### config.mk
export PLATFORM = sky130hd
export DESIGN_NAME = quad_parallel_port_registers
export DESIGN_NICKNAME = d
export VERILOG_FILES = /design/src/design/qppr_pkg.sv /design/src/design/quad_parallel_port_registers.sv /design/src/design/qppr_decode.sv /design/src/design/qppr_sections.sv
export SDC_FILE = /design/constraint.sdc
export NUM_CORES = 1
export LEC_CHECK = 0
export ABC_AREA = 1
export BUFFER_PORTS_ARGS = -buffer_cell sky130_fd_sc_hd__buf_2
export CORE_UTILIZATION = 60
export DETAILED_ROUTE_END_ITERATION = 7
export GPL_TIMING_DRIVEN = 0
export PLACE_DENSITY_LB_ADDON = 0.25
export REMOVE_ABC_BUFFERS = 1
export SYNTH_ARGS = -nofsm -noshare
export SYNTH_HDL_FRONTEND = slang
export SYNTH_SLANG_ARGS = --single-unit
### constraint.sdc
create_clock -name clk -period 3.64 [get_ports clk]
set_input_delay 0 -clock clk [delete_from_list [all_inputs] [get_ports clk]]
set_output_delay 0 -clock clk [all_outputs]
set_load 0.005 [all_outputs]
### src/design/qppr_pkg.sv
// shared types and constants for the quad parallel port register board
// no dependencies; used by every module of the block
`default_nettype none

package qppr_pkg;

    localparam int MAX_PORTS_DEF = 4;

    localparam int TYPE_W = 2;
    localparam int ADDR_W = 8;
    localparam int BYTE_W = 8;
    localparam int SECT_W = 3;
    localparam int CTL_W  = 6;
    localparam int PORTS_W = 3;
    localparam int CFG_IDX_W = 2;

    // request codes
    localparam logic [TYPE_W-1:0] REQ_READ   = 2'd0;
    localparam logic [TYPE_W-1:0] REQ_WRITE  = 2'd1;
    localparam logic [TYPE_W-1:0] REQ_ARRIVE = 2'd2;
    localparam logic [TYPE_W-1:0] REQ_CLEAR  = 2'd3;

    // configuration register indexes
    localparam logic [CFG_IDX_W-1:0] CFG_ENABLE = 2'd0;
    localparam logic [CFG_IDX_W-1:0] CFG_BASE   = 2'd1;
    localparam logic [CFG_IDX_W-1:0] CFG_PORTS  = 2'd2;

    // control bit that steers data accesses to latch / output
    localparam int CTL_DATA_SELECT_BIT = 2;
    localparam logic [BYTE_W-1:0] STATUS_FULL = 8'h80;
    localparam logic [BYTE_W-1:0] CTL_KEEP    = 8'h3F;

    typedef struct packed {
        logic [TYPE_W-1:0] req_type;
        logic [ADDR_W-1:0] io_address;
        logic [BYTE_W-1:0] write_data;
        logic [SECT_W-1:0] arrive_section;
        logic [BYTE_W-1:0] arrive_byte;
    } item_t;

    typedef struct packed {
        logic              hit;
        logic              rd;
        logic              wr;
        logic              is_data;
        logic              arrive;
        logic              clear;
        logic [SECT_W-1:0] sec;
    } dec_t;

    typedef struct packed {
        logic              hit;
        logic [BYTE_W-1:0] read_data;
        logic              out_valid;
        logic [SECT_W-1:0] out_section;
        logic [BYTE_W-1:0] out_byte;
        logic              arrive_taken;
    } rsp_t;

endpackage

`default_nettype wire

### src/design/quad_parallel_port_registers.sv
// path: each word goes through the input register, then the result register
// throughput: one word per cycle unless rsp_ready holds the output; the section update and
// the result are both done in the single pass from the input register to the result register
// reset: section state cleared, board_enable 1, base_address 0, ports_fitted 1
// depends on qppr_pkg, qppr_decode, qppr_sections
`default_nettype none

module quad_parallel_port_registers #(
    parameter int MAX_PORTS = qppr_pkg::MAX_PORTS_DEF
) (
    input  wire logic                            clk,
    input  wire logic                            rst_n,
    input  wire logic                            req_valid,
    output logic                                 req_ready,
    input  wire logic [qppr_pkg::TYPE_W-1:0]     req_type,
    input  wire logic [qppr_pkg::ADDR_W-1:0]     io_address,
    input  wire logic [qppr_pkg::BYTE_W-1:0]     write_data,
    input  wire logic [qppr_pkg::SECT_W-1:0]     arrive_section,
    input  wire logic [qppr_pkg::BYTE_W-1:0]     arrive_byte,
    output logic                                 rsp_valid,
    input  wire logic                            rsp_ready,
    output logic                                 hit,
    output logic [qppr_pkg::BYTE_W-1:0]          read_data,
    output logic                                 out_valid,
    output logic [qppr_pkg::SECT_W-1:0]          out_section,
    output logic [qppr_pkg::BYTE_W-1:0]          out_byte,
    output logic                                 arrive_taken,
    input  wire logic                            cfg_we,
    input  wire logic [qppr_pkg::CFG_IDX_W-1:0]  cfg_index,
    input  wire logic [qppr_pkg::ADDR_W-1:0]     cfg_data
);

    logic                           enable_reg;
    logic [qppr_pkg::ADDR_W-1:0]    base_reg;
    logic [qppr_pkg::PORTS_W-1:0]   ports_reg;

    logic                           s1_valid_reg;
    logic                           s1_valid_next;
    qppr_pkg::item_t                s1_item_reg;
    logic                           rsp_valid_reg;
    logic                           rsp_valid_next;
    qppr_pkg::rsp_t                 result_reg;

    qppr_pkg::dec_t                 dec;
    qppr_pkg::rsp_t                 result;
    logic                           out_free;
    logic                           s1_fire;
    logic                           in_fire;

    assign out_free  = !rsp_valid_reg || rsp_ready;
    assign s1_fire   = s1_valid_reg && out_free;
    assign req_ready = !s1_valid_reg || out_free;
    assign in_fire   = req_valid && req_ready;

    always_comb
    begin
        s1_valid_next = s1_valid_reg;
        if (in_fire)
        begin
            s1_valid_next = 1'b1;
        end
        else if (s1_fire)
        begin
            s1_valid_next = 1'b0;
        end

        rsp_valid_next = rsp_valid_reg;
        if (s1_fire)
        begin
            rsp_valid_next = 1'b1;
        end
        else if (rsp_ready)
        begin
            rsp_valid_next = 1'b0;
        end
    end

    always_ff @(posedge clk or negedge rst_n)
    begin
        if (!rst_n)
        begin
            enable_reg    <= 1'b1;
            base_reg      <= '0;
            ports_reg     <= qppr_pkg::PORTS_W'(1);
            s1_valid_reg  <= 1'b0;
            rsp_valid_reg <= 1'b0;
        end
        else
        begin
            s1_valid_reg  <= s1_valid_next;
            rsp_valid_reg <= rsp_valid_next;
            if (cfg_we)
            begin
                unique case (cfg_index)
                    qppr_pkg::CFG_ENABLE: enable_reg <= cfg_data[0];
                    qppr_pkg::CFG_BASE:   base_reg   <= cfg_data;
                    qppr_pkg::CFG_PORTS:  ports_reg  <= cfg_data[qppr_pkg::PORTS_W-1:0];
                    default: ;
                endcase
            end
        end
    end

    // payload registers
    always_ff @(posedge clk)
    begin
        if (in_fire)
        begin
            s1_item_reg.req_type       <= req_type;
            s1_item_reg.io_address     <= io_address;
            s1_item_reg.write_data     <= write_data;
            s1_item_reg.arrive_section <= arrive_section;
            s1_item_reg.arrive_byte    <= arrive_byte;
        end
        if (s1_fire)
        begin
            result_reg <= result;
        end
    end

    qppr_decode #(
        .MAX_PORTS(MAX_PORTS)
    ) u_decode (
        .board_enable(enable_reg),
        .base_address(base_reg),
        .ports_fitted(ports_reg),
        .item        (s1_item_reg),
        .dec         (dec)
    );

    qppr_sections #(
        .MAX_PORTS(MAX_PORTS)
    ) u_sections (
        .clk  (clk),
        .rst_n(rst_n),
        .en   (s1_fire),
        .item (s1_item_reg),
        .dec  (dec),
        .rsp  (result)
    );

    assign rsp_valid    = rsp_valid_reg;
    assign hit          = result_reg.hit;
    assign read_data    = result_reg.read_data;
    assign out_valid    = result_reg.out_valid;
    assign out_section  = result_reg.out_section;
    assign out_byte     = result_reg.out_byte;
    assign arrive_taken = result_reg.arrive_taken;

    // an emitted byte only comes from a decoded access
    a_emit_needs_hit: assert property (@(posedge clk) disable iff (!rst_n)
        rsp_valid_reg && result_reg.out_valid |-> result_reg.hit)
        else $error("emitted byte without window hit");

    // an io access and an arrival never both report
    a_hit_xor_taken: assert property (@(posedge clk) disable iff (!rst_n)
        rsp_valid_reg |-> !(result_reg.hit && result_reg.arrive_taken))
        else $error("hit and arrive_taken both set");

    // board reset gives an all-zero word
    a_clear_zero: assert property (@(posedge clk) disable iff (!rst_n)
        s1_fire && (s1_item_reg.req_type == qppr_pkg::REQ_CLEAR) |=> (result_reg == '0))
        else $error("board reset result not zero");

    // input only stalls when both stages are held
    a_stall_cause: assert property (@(posedge clk) disable iff (!rst_n)
        !req_ready |-> s1_valid_reg && rsp_valid_reg && !rsp_ready)
        else $error("input stalled without a full pipe");

endmodule

`default_nettype wire

### src/design/qppr_decode.sv
// address window decode and request classification
// depends on qppr_pkg
`default_nettype none

module qppr_decode #(
    parameter int MAX_PORTS = qppr_pkg::MAX_PORTS_DEF
) (
    input  wire logic                          board_enable,
    input  wire logic [qppr_pkg::ADDR_W-1:0]   base_address,
    input  wire logic [qppr_pkg::PORTS_W-1:0]  ports_fitted,
    input  wire qppr_pkg::item_t               item,
    output qppr_pkg::dec_t                     dec
);

    localparam logic [qppr_pkg::PORTS_W-1:0] MAXP = qppr_pkg::PORTS_W'(MAX_PORTS);

    logic [qppr_pkg::PORTS_W-1:0] live;
    logic [qppr_pkg::ADDR_W:0]    off;
    logic [qppr_pkg::PORTS_W+1:0] win_len;
    logic                         in_win;
    logic                         is_io;

    always_comb
    begin
        live    = (ports_fitted > MAXP) ? MAXP : ports_fitted;
        // borrow out of the subtract means below base
        off     = {1'b0, item.io_address} - {1'b0, base_address};
        win_len = {live, 2'b00};
        in_win  = !off[qppr_pkg::ADDR_W]
                  && (off[qppr_pkg::ADDR_W-1:0] < qppr_pkg::ADDR_W'(win_len));
        is_io   = (item.req_type == qppr_pkg::REQ_READ)
                  || (item.req_type == qppr_pkg::REQ_WRITE);

        dec.hit     = board_enable && is_io && in_win;
        dec.rd      = dec.hit && (item.req_type == qppr_pkg::REQ_READ);
        dec.wr      = dec.hit && (item.req_type == qppr_pkg::REQ_WRITE);
        dec.is_data = off[0];
        dec.clear   = (item.req_type == qppr_pkg::REQ_CLEAR);
        // arrivals only reach fitted sections
        dec.arrive  = (item.req_type == qppr_pkg::REQ_ARRIVE)
                      && ({1'b0, item.arrive_section} < {live, 1'b0});
        if (item.req_type == qppr_pkg::REQ_ARRIVE)
        begin
            dec.sec = item.arrive_section;
        end
        else
        begin
            dec.sec = {off[3:2], off[1]};
        end
    end

endmodule

`default_nettype wire

### src/design/qppr_sections.sv
// per-section register file: control, direction, output, input latch, full flag
// depends on qppr_pkg; fed by qppr_decode
`default_nettype none

module qppr_sections #(
    parameter int MAX_PORTS = qppr_pkg::MAX_PORTS_DEF
) (
    input  wire logic            clk,
    input  wire logic            rst_n,
    input  wire logic            en,
    input  wire qppr_pkg::item_t item,
    input  wire qppr_pkg::dec_t  dec,
    output qppr_pkg::rsp_t       rsp
);

    localparam int NSEC  = 2 * MAX_PORTS;
    localparam int SEC_W = $clog2(NSEC);

    logic [qppr_pkg::CTL_W-1:0]  ctl_reg   [NSEC];
    logic [qppr_pkg::CTL_W-1:0]  ctl_next  [NSEC];
    logic [qppr_pkg::BYTE_W-1:0] dir_reg   [NSEC];
    logic [qppr_pkg::BYTE_W-1:0] dir_next  [NSEC];
    logic [qppr_pkg::BYTE_W-1:0] obyte_reg [NSEC];
    logic [qppr_pkg::BYTE_W-1:0] obyte_next[NSEC];
    logic [qppr_pkg::BYTE_W-1:0] latch_reg [NSEC];
    logic [qppr_pkg::BYTE_W-1:0] latch_next[NSEC];
    logic [NSEC-1:0]             full_reg;
    logic [NSEC-1:0]             full_next;

    logic [SEC_W-1:0]            sel;
    logic                        dsel;

    always_comb
    begin
        ctl_next   = ctl_reg;
        dir_next   = dir_reg;
        obyte_next = obyte_reg;
        latch_next = latch_reg;
        full_next  = full_reg;
        rsp        = '0;
        sel        = dec.sec[SEC_W-1:0];
        dsel       = ctl_reg[sel][qppr_pkg::CTL_DATA_SELECT_BIT];

        if (dec.clear)
        begin
            for (int i = 0; i < NSEC; i++)
            begin
                ctl_next[i]   = '0;
                dir_next[i]   = '0;
                obyte_next[i] = '0;
                latch_next[i] = '0;
            end
            full_next = '0;
        end
        else if (dec.rd)
        begin
            rsp.hit = 1'b1;
            if (!dec.is_data)
            begin
                rsp.read_data = qppr_pkg::BYTE_W'(ctl_reg[sel])
                                | (full_reg[sel] ? qppr_pkg::STATUS_FULL : '0);
            end
            else if (dsel)
            begin
                rsp.read_data  = latch_reg[sel];
                full_next[sel] = 1'b0;
            end
            else
            begin
                rsp.read_data = dir_reg[sel];
            end
        end
        else if (dec.wr)
        begin
            rsp.hit = 1'b1;
            if (!dec.is_data)
            begin
                ctl_next[sel] = qppr_pkg::CTL_W'(item.write_data & qppr_pkg::CTL_KEEP);
            end
            else if (dsel)
            begin
                obyte_next[sel] = item.write_data;
                rsp.out_valid   = 1'b1;
                rsp.out_section = dec.sec;
                rsp.out_byte    = item.write_data;
            end
            else
            begin
                dir_next[sel] = item.write_data;
            end
        end
        else if (dec.arrive && !full_reg[sel])
        begin
            latch_next[sel]  = item.arrive_byte;
            full_next[sel]   = 1'b1;
            rsp.arrive_taken = 1'b1;
        end
    end

    always_ff @(posedge clk or negedge rst_n)
    begin
        if (!rst_n)
        begin
            for (int i = 0; i < NSEC; i++)
            begin
                ctl_reg[i]   <= '0;
                dir_reg[i]   <= '0;
                obyte_reg[i] <= '0;
                latch_reg[i] <= '0;
            end
            full_reg <= '0;
        end
        else if (en)
        begin
            ctl_reg   <= ctl_next;
            dir_reg   <= dir_next;
            obyte_reg <= obyte_next;
            latch_reg <= latch_next;
            full_reg  <= full_next;
        end
    end

endmodule

`default_nettype wire

# Word level (Yosys, flattened, before mapping)
# Index checks and enable logic that the tools add are counted.
[word_totals] wordCells=159 out_inout_bits=24 input_bits=44 ff_bits=249
[op_classes] n_mux=52 n_reduce_logical=37 magnitude_cmp=7 bitwise_logic=9 add_sub_neg=1 eq_ne=12
[op_table] cell="$mux 64" count=9
[op_table] cell="$mux 48" count=4
[op_table] cell="$bwmux 64" count=2
[op_table] cell="$mux 8" count=14
[op_table] cell="$bmux 8 s3" count=2
[op_table] cell="$bwmux 48" count=1
[op_table] cell="$demux 8 s3" count=1
[op_table] cell="$bmux 6 s3" count=1
[op_table] cell="$demux 6 s3" count=1
[op_table] cell="$mux 6" count=3
[op_table] cell="$mux 12" count=1
[op_table] cell="$logic_and 1x1->1" count=11
[op_table] cell="$reduce_and 5->1" count=2
[op_table] cell="$reduce_bool 2->1" count=5
[op_table] cell="$mux 1" count=9
[op_table] cell="$ne 3x2->1 const B" count=3
[op_table] cell="$sub 8x8->9" count=1
[op_table] cell="$and 8x8->8" count=1
[op_table] cell="$lt 8x5->1" count=1
[op_table] cell="$ne 2x2->1 const B" count=4
[op_table] cell="$not 8->8" count=1
[op_table] cell="$or 6x8->8" count=1
[op_table] cell="$or 8x8->8" count=1
[op_table] cell="$reduce_and 4->1" count=2
[op_table] cell="other kinds (22)" count=37

# Logic depth before layout (Yosys ltp)
[depth] word_depth=13 ltp_mapped=22 depth_no_buf=21

# Hierarchy
# Synthesis repeated with hierarchy kept, for this count alone.
[unflattened] hier_cells=1620 area_unflattened_um2=12599.6
[modules_own_cells] module="qppr_sections" cells_per_inst=1395 n_inst=1 seq_area_each_um2=4604.4 area_per_inst_um2=9875.7
[modules_own_cells] module="quad_parallel_port_registers" cells_per_inst=118 n_inst=1 seq_area_each_um2=1884.3 area_per_inst_um2=2129.5
[modules_own_cells] module="qppr_decode" cells_per_inst=107 n_inst=1 seq_area_each_um2=0.0 area_per_inst_um2=594.3

# Worst setup path after synthesis
# No wires, ideal clock.
[synth_path] path_type="register to register" startpoint="register base_reg[0] (netlist bit)" endpoint="register u_sections.dir_reg[14] (netlist bit)" synth_period_minus_slack_ns=2.776 n_path_buf=1 path_stages_with_launch=17 required_time_ns=3.521 path_slack_ns=0.864 setup_time_ns=0.119 arrival_time_ns=2.657 cell_sequence="dfrtp_1 ha_1 fa_1 inv_1 nand2_1 nand3_1 xor2_1 ha_1 nand2_1 nand2_1 nor2_1 nand4_1 nand2_2 buf_4 nand4_1 nand2_1 nand2_1"
[synth_between] elab_chain_len=13 elab_cells_between_ends=28 classes_between="add/sub: 1; order compare: 3; eq/ne: 2; mux: 12; bitwise: 1; reduce/logical: 9"
[synth_lines] item="start: declaration" line_no="quad_parallel_port_registers.sv:34" text="logic [qppr_pkg::ADDR_W-1:0] base_reg;"
[synth_lines] item="start signal: assignment" line_no="quad_parallel_port_registers.sv:96" text="qppr_pkg::CFG_BASE: base_reg <= cfg_data;"
[synth_lines] item="$sub 8x8->9 *" line_no="qppr_decode.sv:27" text="off = {1'b0, item.io_address} - {1'b0, base_address};"
[synth_lines] item="$mux 3" line_no="qppr_decode.sv:42" text="if (item.req_type == qppr_pkg::REQ_ARRIVE)"
[synth_lines] item="$not 3->4 (implied by the code)" line_no="qppr_sections.sv:42, qppr_sections.sv:89"
[synth_lines] item="$ge 4x4->1 (implied by the code) or $lt 4x1->1 (tied branches)" line_no="qppr_sections.sv:89" text="dir_next[sel] = item.write_data;"
[synth_lines] item="$logic_and 1x1->1 (implied by the code)" line_no="qppr_sections.sv:89"
[synth_lines] item="$mux 8"
[synth_lines] item="$demux 8 s3"
[synth_lines] item="$bwmux 64" line_no="qppr_sections.sv:89"
[synth_lines] item="$mux 64" line_no="qppr_sections.sv:80" text="else if (dsel)"
[synth_lines] item="$mux 64" line_no="qppr_sections.sv:76" text="if (!dec.is_data)"
[synth_lines] item="$mux 64" line_no="qppr_sections.sv:73" text="else if (dec.wr)"
[synth_lines] item="$mux 64" line_no="qppr_sections.sv:55" text="else if (dec.rd)"
[synth_lines] item="$mux 64" line_no="qppr_sections.sv:44" text="if (dec.clear)"
[synth_lines] item="end signal: assignment" line_no="qppr_sections.sv:116" text="dir_reg <= dir_next;"
[synth_lines] item="end: declaration" line_no="qppr_sections.sv:21" text="logic [qppr_pkg::BYTE_W-1:0] dir_reg [NSEC];"
# Mark *: on every way between the ends. The rest lies on a longest branch, timed or not. The select of a mux whose other input is x is not followed.
# A chain may end at the register's enable or synchronous reset.

# Worst setup path after layout
[layout_path] startpoint="register base_reg[0] (netlist bit)" endpoint="register result_reg, in the netlist read_data[2], data pin"
[layout_between] elab_chain_len=8 elab_cells_between_ends=22 classes_between="add/sub: 1; order compare: 1; mux: 12; bitwise: 3; reduce/logical: 5"
[layout_lines] item="$sub 8x8->9 *" line_no="qppr_decode.sv:27"
[layout_lines] item="$mux 3" line_no="qppr_decode.sv:42"
[layout_lines] item="$not 3->4 (implied by the code)"
[layout_lines] item="$bmux 6 s3, or another cell as far along" line_no="qppr_sections.sv:42, qppr_sections.sv:60"
[layout_lines] item="$mux 6 (implied by the code), or another cell as far along (2 in a row)" line_no="qppr_sections.sv:60" text="rsp.read_data = qppr_pkg::BYTE_W'(ctl_reg[sel])"
[layout_lines] item="$or 6x8->8 or $mux 8 (tied branches)" line_no="qppr_sections.sv:61, qppr_sections.sv:63"
[layout_lines] item="$mux 8" line_no="qppr_sections.sv:58" text="if (!dec.is_data)"
[layout_lines] item="end signal: assignment" line_no="quad_parallel_port_registers.sv:117" text="result_reg <= result;"
[layout_lines] item="end: declaration" line_no="quad_parallel_port_registers.sv:42" text="qppr_pkg::rsp_t result_reg;"
# Marked as above.

==> results by group <==
Outcome
  – Status: finished clean

STA
  – F_max: around 280 MHz
  – # setup viols final: 0
  – Slew Viols, Final: 0
  – Least-Margin Pin Slew: 1.17 ns
  – Clock skew: a little over 0.02 ns
  – Setup ws final: roughly 0.1 ns
  – Fin crit share: 97.2%
  – Worst slew margin: 22.1%
  – TNS Setup: 0 ns
  – Final Critical Period: between 3 and 4 ns
  – Hold Violations, Final: 0

Detailed routing
  – Vias per cell: 5.85
  – DRC Markers: 0
  – Final antenna-violating net count: 0
  – WL/cell: ~18 um
  – Detailed Route WL: around 38 mm
  – Iter 0 DRT Violations: about 1600
  – Router iterations before antenna repair: 6
  – Routed via count: 12100

Pwr
  – Leak Pwr: about 7.6 nW
  – Pwr Density: about 640 nW/um^2
  – Pwr Total: around 9.6 mW
  – Worst IR Drop VDD: around 0.00044 V

GRT
  – Via count of the first global-routing pass: around 11000
  – Global Route Usage Sum: 34.3%
  – Largest net degree at the start of global routing: ~100
  – Grt total ovfl: 0
  – First-pass GRT wire length: 58.9 mm
  – Initial antenna violation count: 0

Layout
  – Final nets: 1827
  – Antenna Cells: 0
  – Core Util, Final: roughly three quarters
  – Area added between synthesis and finish: 18.5%
  – Layout cells sized above 1: 11.1%

Critical path
  – Worst path bufs/invs: 3
  – R2r setup slk: 0.10 ns
  – CP Capture Type: flip-flop
  – Critical path type: reg -> reg
  – Critical Path Max Stage Delay: ~0.41 ns
  – Slowest-stage cell, CP: dfrtp_1
  – Worst R2R End: read_data[2]
  – R2R depth: 15
  – Crit path from: base_reg[0]
  – R2r startpoint: base_reg[0]
  – Worst Setup Start Kind: flip-flop
  – CP Max Fanout: 24
  – CP Cell Sequence: ha_1 > fa_1 > nand2_1 > nand2_1 > o21ai_4 > buf_4 > buf_16 > nand2_1 > nand2_1 > nand2_1 > nand2_1 > nand2_1 > inv_1 > nand3_1 > o211a_1
  – Stages on the worst setup path: 15
  – Critical Path Most Common Cell: nand2_1
  – WP data arrival: roughly 3.8 ns
  – Worst setup path end: read_data[2]
  – Required @ worst endpoint: ~3.9 ns
  – CP delay by family, top: simple AND/OR/NAND/NOR gates

Clocking
  – CTS Buffer Depth: 3
  – TritonCTS Buffers: 27
  – # clock sinks: about 250
  – Clk slew on worst S/H paths: approximately 0.06 ns
  – CTS tree: done
  – Root Driver: clkbuf_16
  – Htree depth: 1
  – Skew-Pair Late Insertion Delay: around 0.55 ns

Place
  – DP Wirelength: ~21 mm
  – GP Congestion: about 0.87
  – Pre-CTS setup slack: -1.19 ns
  – IO buf count: 67

Synthesis
  – Yosys reg bits: roughly 250
  – Synth Warn #: 0
  – Avg Cell Area, Syn: between 7 and 8 sq um
  – Synth cell types: 37
  – Syn Inst Count: 1651
  – Post-Syn Area: between 10000 and 15000 sq um
  – Sequential element share of the synthesized area: about half

Floorplanning
  – Chip height: ~150 um
  – IO Pins: 68
  – Die width: about 150 um
  – Core area: between 20000 and 25000 sq um
  – Die ar.: about 22000 sq um
  – Site Rows: between 50 and 60
  – Initial core utilization: about three fifths

Flow run
  – Max Cap Viol: 0

Min path
  – Class of the worst hold path: in -> async
==> logic make-up (layout without fill, tap and decap cells) <==
family / after synthesis / in the layout / share of synthesized area [%]
AND/OR/NAND/NOR: 972 / 979 / 31.7
XOR/XNOR: 1 / 1 / 0.0693
adder cells (fa/ha/maj): 13 / 13 / 1.35
AO/OA/AOI/OAI: 216 / 219 / 8.78
buffers and inverters: 200 / 329 / 6.75
flip-flops: 249 / 249 / 51.4
==> how the worst min path moves through the flow <==
stage | start | endpoint | slack, ns | depth (start not counted)
final | rst_n | u_sections.latch_reg[0] | 0.06 | 2
after detailed placement | rst_n | u_sections.latch_reg[0] | 0.08 | 1
after CTS | rst_n | u_sections.latch_reg[22] | 0.13 | 2
after global routing | rst_n | u_sections.latch_reg[22] | 0.16 | 2
after global placement | write_data[7] | s1_item_reg[18] | 0.18 | 1
after floorplan | rst_n | base_reg[0] | -0.30 | 0
==> synthesized netlist by cell type, drive strengths merged <==
cell type  number  area, sq um
ha             12          150
a31oi           2         12.5
nand2         699         2660
o21ai         145          744
nand3b          2         15.0
nor2          100          410
xor2            1         8.76
nand4          21          150
inv           122          460
edfxtp         51         1530
o211a           1         10.0
buf            44          265
nor3            1         5.00
o211ai          1         7.51
or2             4         25.0
fa              1         20.0
nand3         144          731
clkbuf         25         93.8
clkinv          9         33.8
and3            1         6.26
a21oi          67          335
dfstp           2         52.6
dfrtp         196         4900
==> repair_timing <==
action                                 CTS  global route
hold buffers                            48             0
endpoints found under the hold margin  140             0
setup buffers                            7            20
resized for setup                       10            12
setup endpoints to repair              203           202
pin swaps                                5             9
gates cloned                             5             5
==> power breakdown <==
group,switching [mW],leakage (nW),internal (mW),total (mW)
logic,1.97,3.99,0.904,2.87
registers,0.337,3.15,3.59,3.92
clock network,1.13,0.447,1.69,2.82
==> area by class of cell <==
cell class              count  area [sq um]
flip-flops and latches    249          6490
clock inverters             5          78.8
well taps                 270           338
repair buffers            149          1250
inverters                 131           524
clock buffers              44           831
fillers                  1502          5460
multi-input cells        1212          5460
==> per-stage QoR <==
| step | instances | cell area (sq um) | hold WS, ns |
|---|---|---|---|
| floorplan | 1582 | 12300 | -0.296 |
| global placement | 1919 | 12900 | 0.176 |
| detailed placement | 1926 | 13200 | 0.0825 |
| CTS | 2035 | 14700 | 0.134 |
| global route | 2060 | 15000 | 0.160 |
| finish | 2060 | 15000 | 0.0578 |
==> cell usage in the layout (no fill, tap or decap), types with 3 or more instances in the layout <==
cell type,count
nor2_4,6
or2_2,4
a21oi_1,67
o21ai_2,3
nand2_4,6
buf_4,24
buf_12,4
dfrtp_1,196
dlygate4sd3_1,48
buf_16,6
clkinv_1,9
o21ai_0,112
nand4_1,18
nor2_2,5
buf_2,66
inv_1,112
nand3_1,141
nor2_1,92
edfxtp_1,51
clkbuf_8,7
o21ai_4,3
nand2_2,11
o21ai_1,30
nand3_2,3
nand4_2,3
clkbuf_1,9
clkbuf_16,28
inv_2,7
nand2_1,684
ha_1,12
==> per-layer routing <==
layer  global-route usage (%)  vias up  wire (um)
met4                     11.9        0       1320
met3                     5.34      111       3940
met2                     54.6      750      17700
li1                         -     5556          -
met1                     48.3     5644      15100
met5                        0        -          0
==> worst reg2reg max path, stage by stage (launching register included) <==
cell and delay (ns):
dfrtp_1 0.41, ha_1 0.23, fa_1 0.39, nand2_1 0.08, nand2_1 0.20, o21ai_4 0.37, buf_4 0.32, buf_16 0.21
nand2_1 0.08, nand2_1 0.09, nand2_1 0.08, nand2_1 0.18, nand2_1 0.17, inv_1 0.19, nand3_1 0.12, o211a_1 0.17
No activity file was read; power rests on OpenSTA's default activity.
